$ cat src/rtl/atcr_pkg.sv
// shared types, character codes and helper functions for the at command recognizer
package atcr_pkg;

   localparam int NAME_MAX_DEF = 16;
   localparam int ARGS_MAX_DEF = 64;

   localparam logic [15:0] TIMEOUT_RESET = 16'd1000;
   localparam logic [15:0] TIMER_SAT     = 16'hFFFF;

   localparam logic [7:0] CH_UPPER_A = 8'h41;
   localparam logic [7:0] CH_LOWER_A = 8'h61;
   localparam logic [7:0] CH_UPPER_T = 8'h54;
   localparam logic [7:0] CH_LOWER_T = 8'h74;
   localparam logic [7:0] CH_UPPER_Z = 8'h5A;
   localparam logic [7:0] CH_LOWER_Z = 8'h7A;
   localparam logic [7:0] CH_DIGIT_0 = 8'h30;
   localparam logic [7:0] CH_DIGIT_9 = 8'h39;
   localparam logic [7:0] CH_PLUS    = 8'h2B;
   localparam logic [7:0] CH_QUERY   = 8'h3F;
   localparam logic [7:0] CH_EQUAL   = 8'h3D;
   localparam logic [7:0] CH_CR      = 8'h0D;
   localparam logic [7:0] CH_QUOTE   = 8'h22;
   localparam logic [7:0] CH_MINUS   = 8'h2D;
   localparam logic [7:0] CH_DOT     = 8'h2E;
   localparam logic [7:0] CH_COLON   = 8'h3A;
   localparam logic [7:0] CH_COMMA   = 8'h2C;
   localparam logic [7:0] CASE_DELTA = 8'd32;

   localparam logic MODE_BYTE = 1'b0;
   localparam logic MODE_TICK = 1'b1;

   localparam logic [2:0] EV_NAME    = 3'd0;
   localparam logic [2:0] EV_ARG     = 3'd1;
   localparam logic [2:0] EV_DONE    = 3'd2;
   localparam logic [2:0] EV_ERR     = 3'd3;
   localparam logic [2:0] EV_TIMEOUT = 3'd4;

   localparam logic [1:0] KIND_EXEC = 2'd0;
   localparam logic [1:0] KIND_GET  = 2'd1;
   localparam logic [1:0] KIND_TEST = 2'd2;
   localparam logic [1:0] KIND_SET  = 2'd3;

   localparam logic ERR_POS   = 1'b0;
   localparam logic ERR_PARAM = 1'b1;

   typedef enum logic [5:0] {
      PH_IDLE  = 6'b000001,
      PH_GOT_A = 6'b000010,
      PH_PLUS  = 6'b000100,
      PH_NAME  = 6'b001000,
      PH_OPER  = 6'b010000,
      PH_END   = 6'b100000
   } atcr_phase_type;

   typedef struct packed {
      logic [2:0] event_res;
      logic [7:0] out_char;
      logic [1:0] command_kind;
      logic       error_kind;
      logic [4:0] name_length;
      logic [6:0] arg_length;
   } atcr_rsp_type;

   typedef struct packed {
      logic         valid;
      atcr_rsp_type payload;
   } atcr_result_type;

   function automatic logic is_letter(input logic [7:0] c);
      return ((c >= CH_UPPER_A) && (c <= CH_UPPER_Z)) ||
             ((c >= CH_LOWER_A) && (c <= CH_LOWER_Z));
   endfunction

   function automatic logic is_arg_char(input logic [7:0] c);
      return is_letter(c) || ((c >= CH_DIGIT_0) && (c <= CH_DIGIT_9)) ||
             (c == CH_QUOTE) || (c == CH_MINUS) || (c == CH_DOT) ||
             (c == CH_COLON) || (c == CH_COMMA);
   endfunction

   function automatic logic [7:0] to_upper(input logic [7:0] c);
      logic [7:0] r;
      r = c;
      if ((c >= CH_LOWER_A) && (c <= CH_LOWER_Z)) begin
         r = c - CASE_DELTA;
      end
      return r;
   endfunction

endpackage

$ cat src/rtl/atcr_if.sv
// valid/ready channel interfaces for received bytes and recognizer events
interface atcr_req_if;
   logic       valid;
   logic       ready;
   logic       mode;
   logic [7:0] data_byte;

   modport source(output valid, output mode, output data_byte, input ready);
   modport sink(input valid, input mode, input data_byte, output ready);
endinterface

interface atcr_rsp_if;
   logic       valid;
   logic       ready;
   logic [2:0] event_res;
   logic [7:0] out_char;
   logic [1:0] command_kind;
   logic       error_kind;
   logic [4:0] name_length;
   logic [6:0] arg_length;

   modport source(output valid, output event_res, output out_char, output command_kind,
                  output error_kind, output name_length, output arg_length, input ready);
   modport sink(input valid, input event_res, input out_char, input command_kind,
                input error_kind, input name_length, input arg_length, output ready);
endinterface

$ cat src/rtl/atcr_core.sv
// parse state, timeout timer and per-transaction event decode
module atcr_core #(
   parameter int NAME_MAX = atcr_pkg::NAME_MAX_DEF,
   parameter int ARGS_MAX = atcr_pkg::ARGS_MAX_DEF
) (
   input  logic                      clock,
   input  logic                      reset,
   input  logic                      fire,
   input  logic                      mode,
   input  logic [7:0]                data_byte,
   input  logic [15:0]               timeout_ticks,
   output atcr_pkg::atcr_result_type result
);

   localparam int NameCountWidth = $clog2(NAME_MAX + 1);
   localparam int ArgCountWidth  = $clog2(ARGS_MAX + 1);

   atcr_pkg::atcr_phase_type  phase_ff, phase_in;
   logic [NameCountWidth-1:0] name_cnt_ff, name_cnt_in;
   logic [ArgCountWidth-1:0]  arg_cnt_ff, arg_cnt_in;
   logic [1:0]                kind_ff, kind_in;
   logic                      timer_run_ff, timer_run_in;
   logic [15:0]               timer_cnt_ff, timer_cnt_in;
   logic [15:0]               timer_next;
   logic                      do_clear;
   logic                      name_some;
   logic                      arg_some;

   assign name_some = (name_cnt_ff != '0);
   assign arg_some  = (arg_cnt_ff != '0);
   assign timer_next = (timer_cnt_ff != atcr_pkg::TIMER_SAT) ?
                       (timer_cnt_ff + 16'd1) : timer_cnt_ff;

   always_comb begin
      phase_in     = phase_ff;
      name_cnt_in  = name_cnt_ff;
      arg_cnt_in   = arg_cnt_ff;
      kind_in      = kind_ff;
      timer_run_in = timer_run_ff;
      timer_cnt_in = timer_cnt_ff;
      do_clear     = 1'b0;
      result       = '0;

      if (fire) begin
         if (mode == atcr_pkg::MODE_TICK) begin
            if (timer_run_ff) begin
               timer_cnt_in = timer_next;
               if (timer_next >= timeout_ticks) begin
                  do_clear = 1'b1;
                  result.valid = 1'b1;
                  result.payload.event_res = atcr_pkg::EV_TIMEOUT;
               end
            end
         end else begin
            unique case (phase_ff)
               atcr_pkg::PH_IDLE: begin
                  if ((data_byte == atcr_pkg::CH_UPPER_A) ||
                      (data_byte == atcr_pkg::CH_LOWER_A)) begin
                     phase_in    = atcr_pkg::PH_GOT_A;
                     name_cnt_in = '0;
                     arg_cnt_in  = '0;
                  end
               end
               atcr_pkg::PH_GOT_A: begin
                  if ((data_byte == atcr_pkg::CH_UPPER_T) ||
                      (data_byte == atcr_pkg::CH_LOWER_T)) begin
                     phase_in     = atcr_pkg::PH_PLUS;
                     timer_run_in = 1'b1;
                     timer_cnt_in = '0;
                  end else begin
                     phase_in = atcr_pkg::PH_IDLE;
                  end
               end
               atcr_pkg::PH_PLUS: begin
                  if (data_byte == atcr_pkg::CH_PLUS) begin
                     phase_in = atcr_pkg::PH_NAME;
                  end else if (data_byte == atcr_pkg::CH_CR) begin
                     do_clear = 1'b1;
                     result.valid = 1'b1;
                     result.payload.event_res    = atcr_pkg::EV_DONE;
                     result.payload.command_kind = atcr_pkg::KIND_EXEC;
                     result.payload.name_length  = 5'(name_cnt_ff);
                     result.payload.arg_length   = 7'(arg_cnt_ff);
                  end else begin
                     do_clear = 1'b1;
                     result.valid = 1'b1;
                     result.payload.event_res  = atcr_pkg::EV_ERR;
                     result.payload.error_kind = atcr_pkg::ERR_POS;
                  end
               end
               atcr_pkg::PH_NAME: begin
                  if ((data_byte == atcr_pkg::CH_QUERY) && name_some) begin
                     kind_in  = atcr_pkg::KIND_GET;
                     phase_in = atcr_pkg::PH_END;
                  end else if ((data_byte == atcr_pkg::CH_EQUAL) && name_some) begin
                     phase_in = atcr_pkg::PH_OPER;
                  end else if ((data_byte == atcr_pkg::CH_CR) && name_some) begin
                     do_clear = 1'b1;
                     result.valid = 1'b1;
                     result.payload.event_res    = atcr_pkg::EV_DONE;
                     result.payload.command_kind = atcr_pkg::KIND_EXEC;
                     result.payload.name_length  = 5'(name_cnt_ff);
                     result.payload.arg_length   = 7'(arg_cnt_ff);
                  end else if (atcr_pkg::is_letter(data_byte) &&
                               (name_cnt_ff < NameCountWidth'(NAME_MAX))) begin
                     name_cnt_in = name_cnt_ff + NameCountWidth'(1);
                     result.valid = 1'b1;
                     result.payload.event_res = atcr_pkg::EV_NAME;
                     result.payload.out_char  = atcr_pkg::to_upper(data_byte);
                  end else begin
                     do_clear = 1'b1;
                     result.valid = 1'b1;
                     result.payload.event_res  = atcr_pkg::EV_ERR;
                     result.payload.error_kind = atcr_pkg::ERR_POS;
                  end
               end
               atcr_pkg::PH_OPER: begin
                  if ((data_byte == atcr_pkg::CH_QUERY) && !arg_some) begin
                     kind_in  = atcr_pkg::KIND_TEST;
                     phase_in = atcr_pkg::PH_END;
                  end else if ((data_byte == atcr_pkg::CH_CR) && arg_some) begin
                     do_clear = 1'b1;
                     result.valid = 1'b1;
                     result.payload.event_res    = atcr_pkg::EV_DONE;
                     result.payload.command_kind = atcr_pkg::KIND_SET;
                     result.payload.name_length  = 5'(name_cnt_ff);
                     result.payload.arg_length   = 7'(arg_cnt_ff);
                  end else if (atcr_pkg::is_arg_char(data_byte) &&
                               (arg_cnt_ff < ArgCountWidth'(ARGS_MAX))) begin
                     kind_in    = atcr_pkg::KIND_SET;
                     arg_cnt_in = arg_cnt_ff + ArgCountWidth'(1);
                     result.valid = 1'b1;
                     result.payload.event_res = atcr_pkg::EV_ARG;
                     result.payload.out_char  = data_byte;
                  end else begin
                     do_clear = 1'b1;
                     result.valid = 1'b1;
                     result.payload.event_res  = atcr_pkg::EV_ERR;
                     result.payload.error_kind = atcr_pkg::ERR_PARAM;
                  end
               end
               atcr_pkg::PH_END: begin
                  do_clear = 1'b1;
                  result.valid = 1'b1;
                  if (data_byte == atcr_pkg::CH_CR) begin
                     result.payload.event_res    = atcr_pkg::EV_DONE;
                     result.payload.command_kind = kind_ff;
                     result.payload.name_length  = 5'(name_cnt_ff);
                     result.payload.arg_length   = 7'(arg_cnt_ff);
                  end else begin
                     result.payload.event_res  = atcr_pkg::EV_ERR;
                     result.payload.error_kind = atcr_pkg::ERR_POS;
                  end
               end
               default: begin
                  do_clear = 1'b1;
               end
            endcase
         end
      end

      if (do_clear) begin
         phase_in     = atcr_pkg::PH_IDLE;
         name_cnt_in  = '0;
         arg_cnt_in   = '0;
         kind_in      = atcr_pkg::KIND_EXEC;
         timer_run_in = 1'b0;
         timer_cnt_in = '0;
      end
   end

   always_ff @(posedge clock) begin
      if (reset) begin
         phase_ff     <= atcr_pkg::PH_IDLE;
         name_cnt_ff  <= '0;
         arg_cnt_ff   <= '0;
         kind_ff      <= atcr_pkg::KIND_EXEC;
         timer_run_ff <= 1'b0;
         timer_cnt_ff <= '0;
      end else begin
         phase_ff     <= phase_in;
         name_cnt_ff  <= name_cnt_in;
         arg_cnt_ff   <= arg_cnt_in;
         kind_ff      <= kind_in;
         timer_run_ff <= timer_run_in;
         timer_cnt_ff <= timer_cnt_in;
      end
   end

   // timer only runs once the full AT prefix has been seen
   a_timer_after_at: assert property (@(posedge clock) disable iff (reset)
      ((phase_ff == atcr_pkg::PH_IDLE) || (phase_ff == atcr_pkg::PH_GOT_A)) |-> !timer_run_ff)
      else $error("timer running before AT prefix");

   a_name_bound: assert property (@(posedge clock) disable iff (reset)
      name_cnt_ff <= NameCountWidth'(NAME_MAX))
      else $error("name count above limit");

   a_arg_bound: assert property (@(posedge clock) disable iff (reset)
      arg_cnt_ff <= ArgCountWidth'(ARGS_MAX))
      else $error("argument count above limit");

   // any terminal event drops the parse back to idle with counts cleared
   a_terminal_clears: assert property (@(posedge clock) disable iff (reset)
      (result.valid && ((result.payload.event_res == atcr_pkg::EV_DONE) ||
                        (result.payload.event_res == atcr_pkg::EV_ERR) ||
                        (result.payload.event_res == atcr_pkg::EV_TIMEOUT)))
      |=> ((phase_ff == atcr_pkg::PH_IDLE) && (name_cnt_ff == '0) && (arg_cnt_ff == '0)))
      else $error("parse state not cleared after terminal event");

   a_arg_only_in_oper: assert property (@(posedge clock) disable iff (reset)
      arg_some |-> ((phase_ff == atcr_pkg::PH_OPER) || (phase_ff == atcr_pkg::PH_END)))
      else $error("argument count held outside argument phase");

endmodule

$ cat src/rtl/at_command_recognizer.sv
// at command recognizer top level: input register, parse core, result register
// throughput: one transaction per cycle while the result register is not stalled, set by the single-pass parse stage
// the input register drains whenever the result register is empty or being read
// reset clears the parse state, the timer and both pipeline valids and loads
// the timeout register with 1000 ticks
module at_command_recognizer #(
   parameter int NAME_MAX = atcr_pkg::NAME_MAX_DEF,
   parameter int ARGS_MAX = atcr_pkg::ARGS_MAX_DEF
) (
   input  logic        clock,
   input  logic        reset,
   atcr_req_if.sink    req_bus,
   atcr_rsp_if.source  rsp_bus,
   input  logic        csr_write_enable,
   input  logic [15:0] csr_write_data
);

   logic                      in_valid_ff, in_valid_in;
   logic                      in_mode_ff;
   logic [7:0]                in_byte_ff;
   logic                      out_valid_ff, out_valid_in;
   atcr_pkg::atcr_rsp_type    out_ff;
   logic [15:0]               timeout_ff;
   logic                      stall;
   logic                      parse_fire;
   logic                      req_fire;
   atcr_pkg::atcr_result_type result;

   assign stall      = out_valid_ff && !rsp_bus.ready;
   assign parse_fire = in_valid_ff && !stall;
   assign req_bus.ready = !in_valid_ff || !stall;
   assign req_fire   = req_bus.valid && req_bus.ready;

   always_comb begin
      in_valid_in = in_valid_ff;
      if (req_fire) begin
         in_valid_in = 1'b1;
      end else if (parse_fire) begin
         in_valid_in = 1'b0;
      end
   end

   always_comb begin
      out_valid_in = out_valid_ff;
      if (parse_fire && result.valid) begin
         out_valid_in = 1'b1;
      end else if (rsp_bus.ready) begin
         out_valid_in = 1'b0;
      end
   end

   atcr_core #(
      .NAME_MAX(NAME_MAX),
      .ARGS_MAX(ARGS_MAX)
   ) u_core (
      .clock(clock),
      .reset(reset),
      .fire(parse_fire),
      .mode(in_mode_ff),
      .data_byte(in_byte_ff),
      .timeout_ticks(timeout_ff),
      .result(result)
   );

   always_ff @(posedge clock) begin
      if (reset) begin
         in_valid_ff  <= 1'b0;
         out_valid_ff <= 1'b0;
         timeout_ff   <= atcr_pkg::TIMEOUT_RESET;
      end else begin
         in_valid_ff  <= in_valid_in;
         out_valid_ff <= out_valid_in;
         if (csr_write_enable) begin
            timeout_ff <= csr_write_data;
         end
      end
   end

   always_ff @(posedge clock) begin
      if (req_fire) begin
         in_mode_ff <= req_bus.mode;
         in_byte_ff <= req_bus.data_byte;
      end
      if (parse_fire && result.valid) begin
         out_ff <= result.payload;
      end
   end

   assign rsp_bus.valid        = out_valid_ff;
   assign rsp_bus.event_res    = out_ff.event_res;
   assign rsp_bus.out_char     = out_ff.out_char;
   assign rsp_bus.command_kind = out_ff.command_kind;
   assign rsp_bus.error_kind   = out_ff.error_kind;
   assign rsp_bus.name_length  = out_ff.name_length;
   assign rsp_bus.arg_length   = out_ff.arg_length;

endmodule

$ cat src/flat_wrapper.sv
// flat-port wrapper written by rule: the top's interface ports become plain ports
module at_command_recognizer_flat 
#(
   parameter int NAME_MAX = atcr_pkg::NAME_MAX_DEF,
   parameter int ARGS_MAX = atcr_pkg::ARGS_MAX_DEF
)
  (clock, reset, csr_write_enable, csr_write_data, req_bus_valid, req_bus_mode, req_bus_data_byte, req_bus_ready, rsp_bus_valid, rsp_bus_event_res, rsp_bus_out_char, rsp_bus_command_kind, rsp_bus_error_kind, rsp_bus_name_length, rsp_bus_arg_length, rsp_bus_ready);
  atcr_req_if req_bus_i ();
  atcr_rsp_if rsp_bus_i ();
  input  logic clock;
  input  logic reset;
  input  logic csr_write_enable;
  input  logic [15:0] csr_write_data;
  input wire logic [$bits(req_bus_i.valid)-1:0] req_bus_valid;
  input wire logic [$bits(req_bus_i.mode)-1:0] req_bus_mode;
  input wire logic [$bits(req_bus_i.data_byte)-1:0] req_bus_data_byte;
  output wire logic [$bits(req_bus_i.ready)-1:0] req_bus_ready;
  output wire logic [$bits(rsp_bus_i.valid)-1:0] rsp_bus_valid;
  output wire logic [$bits(rsp_bus_i.event_res)-1:0] rsp_bus_event_res;
  output wire logic [$bits(rsp_bus_i.out_char)-1:0] rsp_bus_out_char;
  output wire logic [$bits(rsp_bus_i.command_kind)-1:0] rsp_bus_command_kind;
  output wire logic [$bits(rsp_bus_i.error_kind)-1:0] rsp_bus_error_kind;
  output wire logic [$bits(rsp_bus_i.name_length)-1:0] rsp_bus_name_length;
  output wire logic [$bits(rsp_bus_i.arg_length)-1:0] rsp_bus_arg_length;
  input wire logic [$bits(rsp_bus_i.ready)-1:0] rsp_bus_ready;
  assign req_bus_i.valid = req_bus_valid;
  assign req_bus_i.mode = req_bus_mode;
  assign req_bus_i.data_byte = req_bus_data_byte;
  assign req_bus_ready = req_bus_i.ready;
  assign rsp_bus_valid = rsp_bus_i.valid;
  assign rsp_bus_event_res = rsp_bus_i.event_res;
  assign rsp_bus_out_char = rsp_bus_i.out_char;
  assign rsp_bus_command_kind = rsp_bus_i.command_kind;
  assign rsp_bus_error_kind = rsp_bus_i.error_kind;
  assign rsp_bus_name_length = rsp_bus_i.name_length;
  assign rsp_bus_arg_length = rsp_bus_i.arg_length;
  assign rsp_bus_i.ready = rsp_bus_ready;
  at_command_recognizer #(.NAME_MAX(NAME_MAX), .ARGS_MAX(ARGS_MAX)) u_core (.clock(clock), .reset(reset), .req_bus(req_bus_i), .rsp_bus(rsp_bus_i), .csr_write_enable(csr_write_enable), .csr_write_data(csr_write_data));
endmodule
$ cat config.mk
export PLATFORM = sky130hd
export DESIGN_NAME = at_command_recognizer_flat
export DESIGN_NICKNAME = d
export VERILOG_FILES = /design/src/rtl/atcr_pkg.sv /design/src/rtl/atcr_if.sv /design/src/rtl/atcr_core.sv /design/src/rtl/at_command_recognizer.sv /design/src/flat_wrapper.sv
export SDC_FILE = /design/constraint.sdc
export NUM_CORES = 1
export LEC_CHECK = 0
export BUFFER_PORTS_ARGS = -buffer_cell sky130_fd_sc_hd__buf_2
export CORE_ASPECT_RATIO = 0.9
export CORE_MARGIN = 10
export CORE_UTILIZATION = 56
export DETAILED_ROUTE_END_ITERATION = 10
export MAX_ROUTING_LAYER = met4
export PLACE_DENSITY = 0.77
export SLEW_MARGIN = 20
export SYNTH_ARGS = -nofsm -noshare
export SYNTH_HDL_FRONTEND = slang
export SYNTH_SLANG_ARGS = --single-unit
$ cat constraint.sdc
create_clock -name clock -period 6.08 [get_ports clock]
set_input_delay 0.912 -clock clock [delete_from_list [all_inputs] [get_ports clock]]
set_output_delay 0.912 -clock clock [all_outputs]
set_load 0.02 [all_outputs]
; ---- Word-level counts from Yosys, hierarchy flattened
; Cells that the tools add are included.
; Widths: inputs -> output; s select.
[totals]
ff_bits = 90
in_bits = 30
out_inout_bits = 28
word_cells = 189
[op_classes]
addsub = 4
order_cmp = 9
n_eq_ne = 35
mux = 75
bitwise = 2
n_reduce_logical = 47
[ops]
columns = operator, n
row1 = $mux 27, 4
row2 = $mux 16, 5
row3 = $eq 8x6->1 const B, 8
row4 = $pmux 15 s4, 1
row5 = $mux 12, 4
row6 = $mux 8, 5
row7 = $eq 8x7->1 const B, 4
row8 = $mux 6, 5
row9 = $pmux 6 s5, 1
row10 = $mux 7, 4
row11 = $mux 5, 5
row12 = $ne 2x2->1 const B, 12
row13 = $mux 23, 1
row14 = $mux 2, 10
row15 = $mux 1, 19
row16 = $add 16x1->16 const B, 1
row17 = $ge 16x16->1, 1
row18 = $ge 8x7->1 const B, 2
row19 = $le 8x7->1 const B, 2
row20 = $mux 4, 4
row21 = $ne 16x16->1 const B, 1
row22 = $pmux 4 s4, 1
row23 = $pmux 8 s2, 1
row24 = $logic_and 1x1->1, 14
row25 = other kinds (31), 57

; ---- Depth between registers and ports, before layout
; Gate-level depths: netlist of the first run.
[depth]
ltp_word = 18
depth_mapped = 19
depth_no_buf = 15

; ---- Hierarchy
; A second synthesis of the first run with hierarchy kept.
[hier_totals]
cells_unflattened = 531
hier_area_um2 = 5134.9
[modules_own_cells]
columns = module, n_inst, cells_per_inst, area_per_inst_um2, seq_area_each_um2
row1 = atcr_core, 1, 433, 3395.8, 740.7
row2 = at_command_recognizer, 1, 98, 1739.2, 1411.4

; ---- Least setup slack after synthesis of the first run
; OpenSTA, ideal clock, no wires.
[synth_path]
path_type = register to register
from = register u_core.u_core.timer_cnt_ff[0]
to = register u_core.out_ff (netlist bit u_core.rsp_bus.arg_length[0]) (enable)
setup_ns = 0.409
arrival_time_ns = 4.266
required_ns = 5.671
slack_ns = 1.405
path_stages_with_launch = 17
n_path_buf = 3
synth_period_minus_slack_ns = 4.675
cell_sequence = dfxtp_1 -> ha_1 -> and2_1 -> buf_2 -> nand3_1 -> or3_1 -> clkbuf_1 -> clkbuf_1 -> mux2_2 -> ha_1 -> o211ai_1 -> a21oi_1 -> nor4_1 -> o41ai_1 -> a21oi_1 -> o22a_1 -> nor2_1
[synth_between]
elab_chain_cells = 8
elab_cells_between_ends = 9
classes_between = add/sub (1) / order compare (1) / eq/ne (1) / mux (5) / reduce/logical (1)
[synth_rtl]
columns = element, line_no
row1 = "start, declared", atcr_core.sv:23  ; logic [15:0] timer_cnt_ff, timer_cnt_in;
row2 = "start signal, assigned", atcr_core.sv:186  ; timer_cnt_ff <= timer_cnt_in;
row3 = $add 16x1->16 or $ne 16x16->1 (tied branches), "atcr_core.sv:32, atcr_core.sv:31"
row4 = $mux 16 *, atcr_core.sv:31  ; assign timer_next = (timer_cnt_ff != atcr_pkg::TIMER_SAT) ?
row5 = $ge 16x16->1 *, atcr_core.sv:48  ; if (timer_next >= timeout_ticks) begin
row6 = $mux 4 *, atcr_core.sv:48
row7 = $mux 4 *, atcr_core.sv:46  ; if (timer_run_ff) begin
row8 = $mux 4 *, atcr_core.sv:45  ; if (mode == atcr_pkg::MODE_TICK) begin
row9 = $mux 27 *, atcr_core.sv:44  ; if (fire) begin
row10 = $logic_and 1x1->1 *, at_command_recognizer.sv:84  ; if (parse_fire && result.valid) begin
row11 = "end signal, assigned", at_command_recognizer.sv:85  ; out_ff <= result.payload;
row12 = "end, declared", at_command_recognizer.sv:22  ; atcr_pkg::atcr_rsp_type out_ff;
; Mark *: on every way between the ends. The rest lies on a longest branch, timed or not.
; A chain may end at the register's enable or synchronous reset.

; ---- Final worst setup path of the first run
[layout_path]
from = register u_core.u_core.timer_cnt_ff[0]
to = register u_core.out_ff (netlist bit u_core.rsp_bus.out_char[0]) (enable)
; Same word-level chain as after synthesis.

==> implementation parameters, run 1 <==
Parameter                              Value

Status
  Run status    finished, final reports clean

Detailed routing
  First-pass iteration count of the detailed router    5
  Routed wire per std cell    15.8 um
  Number of routed nets with antenna violations    0
  Total routed wirelength    11500 um
  DRC violation total after the first TritonRoute iteration    419
  Count of unresolved DRC violations after routing    0
  Via/cell ratio    5.80
  Number of vias in the routed layout    4229

Clocking
  Clock Root Buffer    clkbuf_8
  Post-CTS setup-driven buffer insertion count    0
  Clock-pin transition on the worst setup and hold timing paths    0.10 ns
  Deepest level of the CTS H-tree    3
  Clock tree from TritonCTS    built
  Number of instances resized during post-cts repair    0
  Sink count of the clock tree    90
  Clock tree buffer depth    2
  Number of buffers created by CTS    9
  # hold bufs at CTS    0
  Clk_lat worst skew    0.37 ns

Placement
  Port-buffer cells    57
  Final weighted congestion in routability-driven placement    0.953
  Dpl hpwl    8760 um
  Total instance count after detailed placement    713

STA
  Final setup viols    0
  Fin Clk Skew    0.00885 ns
  Maximum achievable frequency    0.229 GHz
  Crit share post-route    71.7%
  Setup repair after global routing missed its margin    false
  Number of endpoints with negative hold slack in the final report    0
  Pins Over Slew Limit    0
  Pin slew with the least headroom to its limit    0.753 ns
  Worst slew margin relative to its limit    49.3%
  Time the worst path needs with I/O delays and setup    4.36 ns
  Setup TNS after final layout    0 ns

Synth
  Per-instance average area after synthesis    9.34 sq um
  Gate count of the mapped netlist    559
  Yosys synthesis warning count    0
  Synth top area cells    dfxtp_1 (21%), edfxtp_1 (20%), ha_1 (5.8%)
  EDFF count, synth    35
  Proportion of synthesized chip area in sequential cells    41.2%
  Syn_nets    613
  Total of flip-flops plus latches after synthesis    90
  Synth async-reset ratio    0%
  Most instantiated flip-flop cell in the synthesis netlist    dfxtp_1
  Number of distinct library cells after synthesis    72
  Total standard cell area after synthesis    0.00522 sq mm
  Leading area contributor after synthesis    dfxtp_1
  Top cell type's share of synthesized area    21.1%

Layout
  Antenna diode count    0
  Area of the multi-input gates    0.00280 sq mm
  Leading cell type in the layout, fill and taps excluded    buf_2
  Sequential cell area    0.00215 sq mm
  Most used cells in the layout excluding fill and tap cells    buf_2 (57), dfxtp_1 (55), nor2_1 (48)
  Filler cells    760
  Layout cell share with drive strength beyond 1    18.1%
  Number of standard cells in the final layout excluding fillers    729
  Final Net Count    656
  Area Growth Syn to Fin    9.73%

Setup path
  Endpoint type of the worst setup path    flop
  Startpoint-to-endpoint class of the critical path    flop to flop
  Required time of the worst setup path    6.12 ns
  Kind of start point of the critical path    flop
  Highest net fanout along the worst path    26
  Signal arrival time at the worst endpoint    4.40 ns

Global routing
  Total overflow reported by the global router    0
  Antenna violations before repair    0
  Largest net degree at the start of global routing    27
  Number of global-route vias before repair    3948
  Global-route usage over all layers    17.6%
  First-pass GRT wire length    19400 um

Power and ir drop
  Worst IR Drop VDD    126 uV
  Leakage power total    0.00204 uW
  Total power    1110 uW
  Pwr Density    193 mW/mm^2

Die
  Die footprint    0.0136 sq mm
  # IOs    58
  Effective utilization at floorplan    57.5%
  X dimension of the die    122 um
  Vertical die dimension    112 um
  Core Box Area    0.00908 sq mm
  # rows    33

Job
  Number of maximum-capacitance violations    0

Worst hold path
  Path type of the worst min-delay path    flop to flop
report_power, final:
group / internal (uW) / switching [uW] / total (uW)
Combinational: 26.5 / 36.0 / 62.5
Sequential: 633 / 10.8 / 644
Clock: 160 / 239 / 399
per-layer routing:
layer | vias to the layer above | GRT usage, % | wire [um]
met2 | 153 | 25.0 | 5060
li1 | 2113 | - | -
met3 | 13 | 4.09 | 798
met5 | - | - | 0
met4 | 0 | 4.45 | 110
met1 | 1950 | 24.4 | 5550
kinds of logic after synthesis:
family	Yosys count	synth area share (%)
AOI/OAI and AO/OA	115	16.3
xor gates and xnor gates	20	3.36
adders and majority gates	24	5.75
buffers and inverters	59	5.15
DFF	90	41.2
muxes	16	3.16
and+or+nand+nor	235	25.0
synth_stat cells, types with 2 or more instances:
master / number
a311oi_1: 5
buf_4: 2
and2_1: 24
o21ai_0: 16
or2_2: 2
mux2_2: 4
nand4_1: 9
nor3_1: 12
nor3b_1: 7
buf_1: 2
nor4_1: 5
ha_1: 24
and4_1: 4
nand3b_1: 4
buf_6: 4
a2bb2oi_1: 2
nand2_1: 46
or3_1: 7
nor2b_1: 7
mux2i_1: 12
a41oi_1: 2
xnor2_1: 13
nor2_1: 50
dfxtp_1: 55
a2111oi_4: 2
buf_2: 7
o211ai_1: 10
a21oi_1: 37
inv_1: 30
and3_1: 6
a21o_1: 2
xor2_1: 7
nand3_1: 24
clkbuf_1: 12
a211oi_1: 8
edfxtp_1: 35
a22oi_1: 3
nor3_2: 9
a31oi_1: 5
o21a_1: 5
nand2b_1: 8
final cells by class:
| type | instances | share of cell area (%) |
|---|---|---|
| clock inverter | 7 | 1.25 |
| timing repair buffer | 60 | 5.37 |
| inverter | 31 | 2.03 |
| tap | 122 | 2.66 |
| multi-input combinational | 410 | 49.0 |
| clock buffer | 9 | 2.16 |
| sequential | 90 | 37.6 |
worst paths after layout:
| check | start | end | slack (ns) | cells past startpoint |
|---|---|---|---|---|
| setup / recovery | u_core.u_core.timer_cnt_ff[0] | u_core.rsp_bus.out_char[0] | 1.72 | 15 |
| hold / removal | u_core.u_core.timer_run_ff | u_core.u_core.timer_run_ff | 0.49 | 2 |
| setup reg to reg | u_core.u_core.timer_cnt_ff[0] | u_core.rsp_bus.out_char[0] | 1.72 | 15 |
| hold reg to reg | u_core.u_core.timer_run_ff | u_core.u_core.timer_run_ff | 0.49 | 2 |
registers in the layout (all words and copies together) (netlist names), 2 cells and up:
signal and flops:
u_core.timeout_ff 16, u_core.in_byte_ff 8, u_core.rsp_bus.command_kind 2, u_core.rsp_bus.arg_length 7, u_core.u_core.arg_cnt_ff 7, u_core.rsp_bus.name_length 5, u_core.u_core.name_cnt_ff 5, u_core.u_core.phase_ff 6
u_core.u_core.kind_ff 2, u_core.rsp_bus.out_char 8, u_core.rsp_bus.event_res 3, u_core.u_core.timer_cnt_ff 16
through the flow:
step / utilization (%) / hold slack [ns] / setup WS, ns / area [sq um]
detailed placement: 60.9 / 0.470 / 1.79 / 5530
finish: 63.1 / 0.488 / 1.72 / 5730
global route: 63.1 / 0.509 / 1.44 / 5730
CTS: 63.0 / 0.485 / 1.72 / 5730
global placement: 60.9 / 0.455 / 2.00 / 5530
floorplan: - / 0.442 / 1.41 / 5220
critical path, cell delays in order (launching register included):
cell and delay (ns):
dfxtp_1 0.43, ha_1 0.27, and2_1 0.36, nand3_1 0.10
or3_1 0.54, nand2b_1 0.33, xnor2_1 0.12, ha_1 0.31
o211ai_1 0.09, a21oi_1 0.14, nor4_1 0.07, o41ai_1 0.46
a21oi_1 0.16, o22a_1 0.24, nor2_2 0.08, buf_4 0.33
Power figures use the tool's default switching activity.
==> run 2, diff against run 1 <==
- ABC_AREA: not set -> 1
- CORE_UTILIZATION: 56 -> 53
- PLACE_DENSITY: 0.77 -> 0.76
- clock period: 6.08 -> 3.7 ns (I/O delays scaled with it)
==> run 2 against run 1 <==
Sequential power up 65%. Critical path depth up 4. Worst setup slack worse by 1.3 ns. Sequential share of layout area down 1.2 points. Global-route usage up 0.24 points. Register-to-register slack worse by 1.3 ns. Critical endpoint is now u_core.rsp_bus.arg_length[0].
==> implementation parameters, run 2 <==
Parameter                              Value

Global routing
  Met2 routing resource usage after global routing    29.5%
  Largest net degree at the start of global routing    37
  Met3 track demand over resource in global routing    3.10%
  Total overflow reported by the global router    0
  Antenna violations before repair    0
  Global-route usage over all layers    17.8%
  Number of global-route vias before repair    4435
  Met1 Use GR    21.3%
  First-pass GRT wire length    21200 um
  GRT Max-Usage Layer    met2

Power and ir drop
  Worst IR Drop VDD    238 uV
  Leakage power total    0.00280 uW
  Pwr Density    317 mW/mm^2

Setup path
  Endpoint type of the worst setup path    flop
  Kind of start point of the critical path    flop
  Startpoint-to-endpoint class of the critical path    flop to flop
  Cell Chain, Critical Path    nand3_1 > nor2_1 > nand2_1 > nor4_4 > nand2_1 > o21ai_0 > nand3_1 > ha_1 > nand2_1 > inv_1 > nand3_1 > nor3_1 > nand3_1 > nand3_1 > nand2_1 > nand2_1 > nand2_1 > inv_1 > buf_12
  Number of buffers and inverters on the critical path    3
  Signal arrival time at the worst endpoint    3.40 ns
  Required time of the worst setup path    3.77 ns
  CP peak stage delay    0.40 ns
  Cell repeated most along the worst path    nand2_1
  Worst path slowest cell    dfxtp_1
  Highest net fanout along the worst path    26
  Largest delay share family, worst path    simple AND/OR/NAND/NOR gates

Synth
  Leading area contributor after synthesis    dfxtp_1
  Top cell type's share of synthesized area    20.9%
  Yosys synthesis warning count    0
  Most instantiated flip-flop cell in the synthesis netlist    dfxtp_1
  Most used standard cells in the synthesized netlist    nand2_1 (132), inv_1 (128), nor2_1 (82)
  Gate count of the mapped netlist    713
  Proportion of synthesized chip area in sequential cells    40.8%
  Most frequently used cell type in the post-synthesis netlist    nand2_1
  Total of flip-flops plus latches after synthesis    90
  Synth async-reset ratio    0%
  Synth top area cells    dfxtp_1 (21%), edfxtp_1 (20%), nand2_1 (9.4%)
  Syn_nets    767
  EDFF count, synth    35
  Per-instance average area after synthesis    7.39 sq um
  Total standard cell area after synthesis    0.00527 sq mm
  Number of distinct library cells after synthesis    40

Clocking
  Clock tree from TritonCTS    built
  Clock tree buffer depth    2
  Deepest level of the CTS H-tree    3
  Sink count of the clock tree    90
  Clk_lat worst skew    0.36 ns
  Clock Root Buffer    clkbuf_8
  # hold bufs at CTS    0
  Clock-pin transition on the worst setup and hold timing paths    0.10 ns
  Number of buffers created by CTS    9

Die
  Die footprint    0.0143 sq mm
  # IOs    58
  Vertical die dimension    115 um
  Core Box Area    0.00970 sq mm
  # rows    34
  X dimension of the die    125 um
  Effective utilization at floorplan    54.3%

Placement
  Dpl hpwl    9450 um
  Port-buffer cells    57
  Setup slack at placement    0.249 ns
  Final weighted congestion in routability-driven placement    0.953

STA
  Setup TNS after final layout    0 ns
  Maximum achievable frequency    0.301 GHz
  Final Worst Setup Slack    0.376 ns
  Setup repair after global routing missed its margin    false
  Fin Clk Skew    0.0187 ns
  Number of endpoints with negative hold slack in the final report    0
  Crit share post-route    89.8%
  Pin slew with the least headroom to its limit    0.521 ns
  Worst slew margin relative to its limit    65.2%
  Final setup viols    0
  Pins Over Slew Limit    0
  Time the worst path needs with I/O delays and setup    3.32 ns

Detailed routing
  Number of routed nets with antenna violations    0
  Via/cell ratio    5.27
  Count of unresolved DRC violations after routing    0
  DRC violation total after the first TritonRoute iteration    486
  First-pass iteration count of the detailed router    6
  Number of vias in the routed layout    4760
  Total routed wirelength    12500 um
  Routed wire per std cell    13.8 um

Layout
  Final Net Count    827
  Layout cell share with drive strength beyond 1    16.3%
  Area of the multi-input gates    0.00259 sq mm
  Filler cells    887
  Most used cells in the layout excluding fill and tap cells    nand2_1 (132), inv_1 (128), nor2_1 (81)
  Antenna diode count    0
  Area Growth Syn to Fin    12.3%
  Sequential cell area    0.00215 sq mm
  Registers with the most flip-flops    u_core.timeout_ff: 16 flops, u_core.u_core.timer_cnt_ff: 16 flops
  Leading cell type in the layout, fill and taps excluded    nand2_1

Worst hold path
  Path type of the worst min-delay path    input port to flop

Job
  Number of maximum-capacitance violations    0

Status
  Run status    finished, final reports clean
run 2: changes by cell type after synthesis, moves of 17 or more:
cell / change
and2_1: -24
inv_1: +98
nand2_1: +86
nand3_1: +26
nor2_1: +32
nor2_2: +17
o21ai_0: +29
run 2: where the power goes:
| group | total (uW) | internal (uW) | switching [uW] |
|---|---|---|---|
| logic | 124 | 41.8 | 82.5 |
| clock network | 692 | 316 | 376 |
| registers | 1060 | 1050 | 13.6 |
| total | 1880 | 1400 | 472 |
run 2: final cells by class:
| class | count | share of cell area [%] |
|---|---|---|
| Clock inverter | 7 | 1.27 |
| Multi-Input combinational cell | 479 | 43.7 |
| Clock buffer | 9 | 2.09 |
| Sequential cell | 90 | 36.4 |
| Timing Repair Buffer | 60 | 5.41 |
| Tap cell | 126 | 2.66 |
| Inverter | 133 | 8.44 |
run 2: logic make-up (layout without fill, tap and decap cells):
group / count (synthesis) / after routing / share of synthesized area (%)
AOI/OAI and AO/OA: 100 / 100 / 10.3
xor gates and xnor gates: 14 / 14 / 2.33
adders and majority gates: 24 / 24 / 5.70
buffers and inverters: 144 / 209 / 10.8
DFF: 90 / 90 / 40.8
and+or+nand+nor: 341 / 341 / 30.1
run 2: metal layers:
| layer | wire length (um) | vias to the layer above |
|---|---|---|
| li1 | - | 2432 |
| met1 | 5390 | 2150 |
| met2 | 5980 | 157 |
| met3 | 766 | 21 |
| met4 | 310 | 0 |
| met5 | 0 | - |
run 2: worst reg2reg max path, stage by stage, from the launching register on:
cell and delay [ns]:
dfxtp_1 0.40, nand3_1 0.12, nor2_1 0.12, nand2_1 0.16, nor4_4 0.25, nand2_1 0.14, o21ai_0 0.21, nand3_1 0.13
ha_1 0.31, nand2_1 0.07, inv_1 0.05, nand3_1 0.08, nor3_1 0.21, nand3_1 0.11, nand3_1 0.11, nand2_1 0.07
nand2_1 0.09, nand2_1 0.08, inv_1 0.13, buf_12 0.20
run 2: timing repair:
| item | 4_1_cts | 5_1_grt |
|---|---|---|
| gates resized for setup | 0 | 7 |
| buffers inserted | 0 | 0 |
| endpoints found under the setup margin | 0 | 62 |
run 2: worst paths after layout:
check,startpoint,endpoint,slack [ns],cells after the start
max,u_core.u_core.timer_cnt_ff[2],u_core.rsp_bus.arg_length[0],0.38,19
min,req_bus_data_byte[7],u_core.in_byte_ff[7],0.36,1
max reg2reg,u_core.u_core.timer_cnt_ff[2],u_core.rsp_bus.arg_length[0],0.38,19
min reg2reg,u_core.timeout_ff[13],u_core.timeout_ff[13],0.47,2
run 2: stage by stage:
stage / power [uW] / hold WS [ns] / area, sq um / utilization, % / instances
6_report: 1880 / 0.356 / 5920 / 61.0 / 904
5_1_grt: 1950 / 0.343 / 5920 / 61.0 / 904
4_1_cts: 1890 / 0.345 / 5880 / 60.6 / 904
3_5_place_dp: 1200 / 0.459 / 5680 / 58.6 / 888
3_3_place_gp: 1200 / 0.455 / 5680 / 58.6 / 888
2_1_floorplan: 1170 / 0.437 / 5270 / - / 713
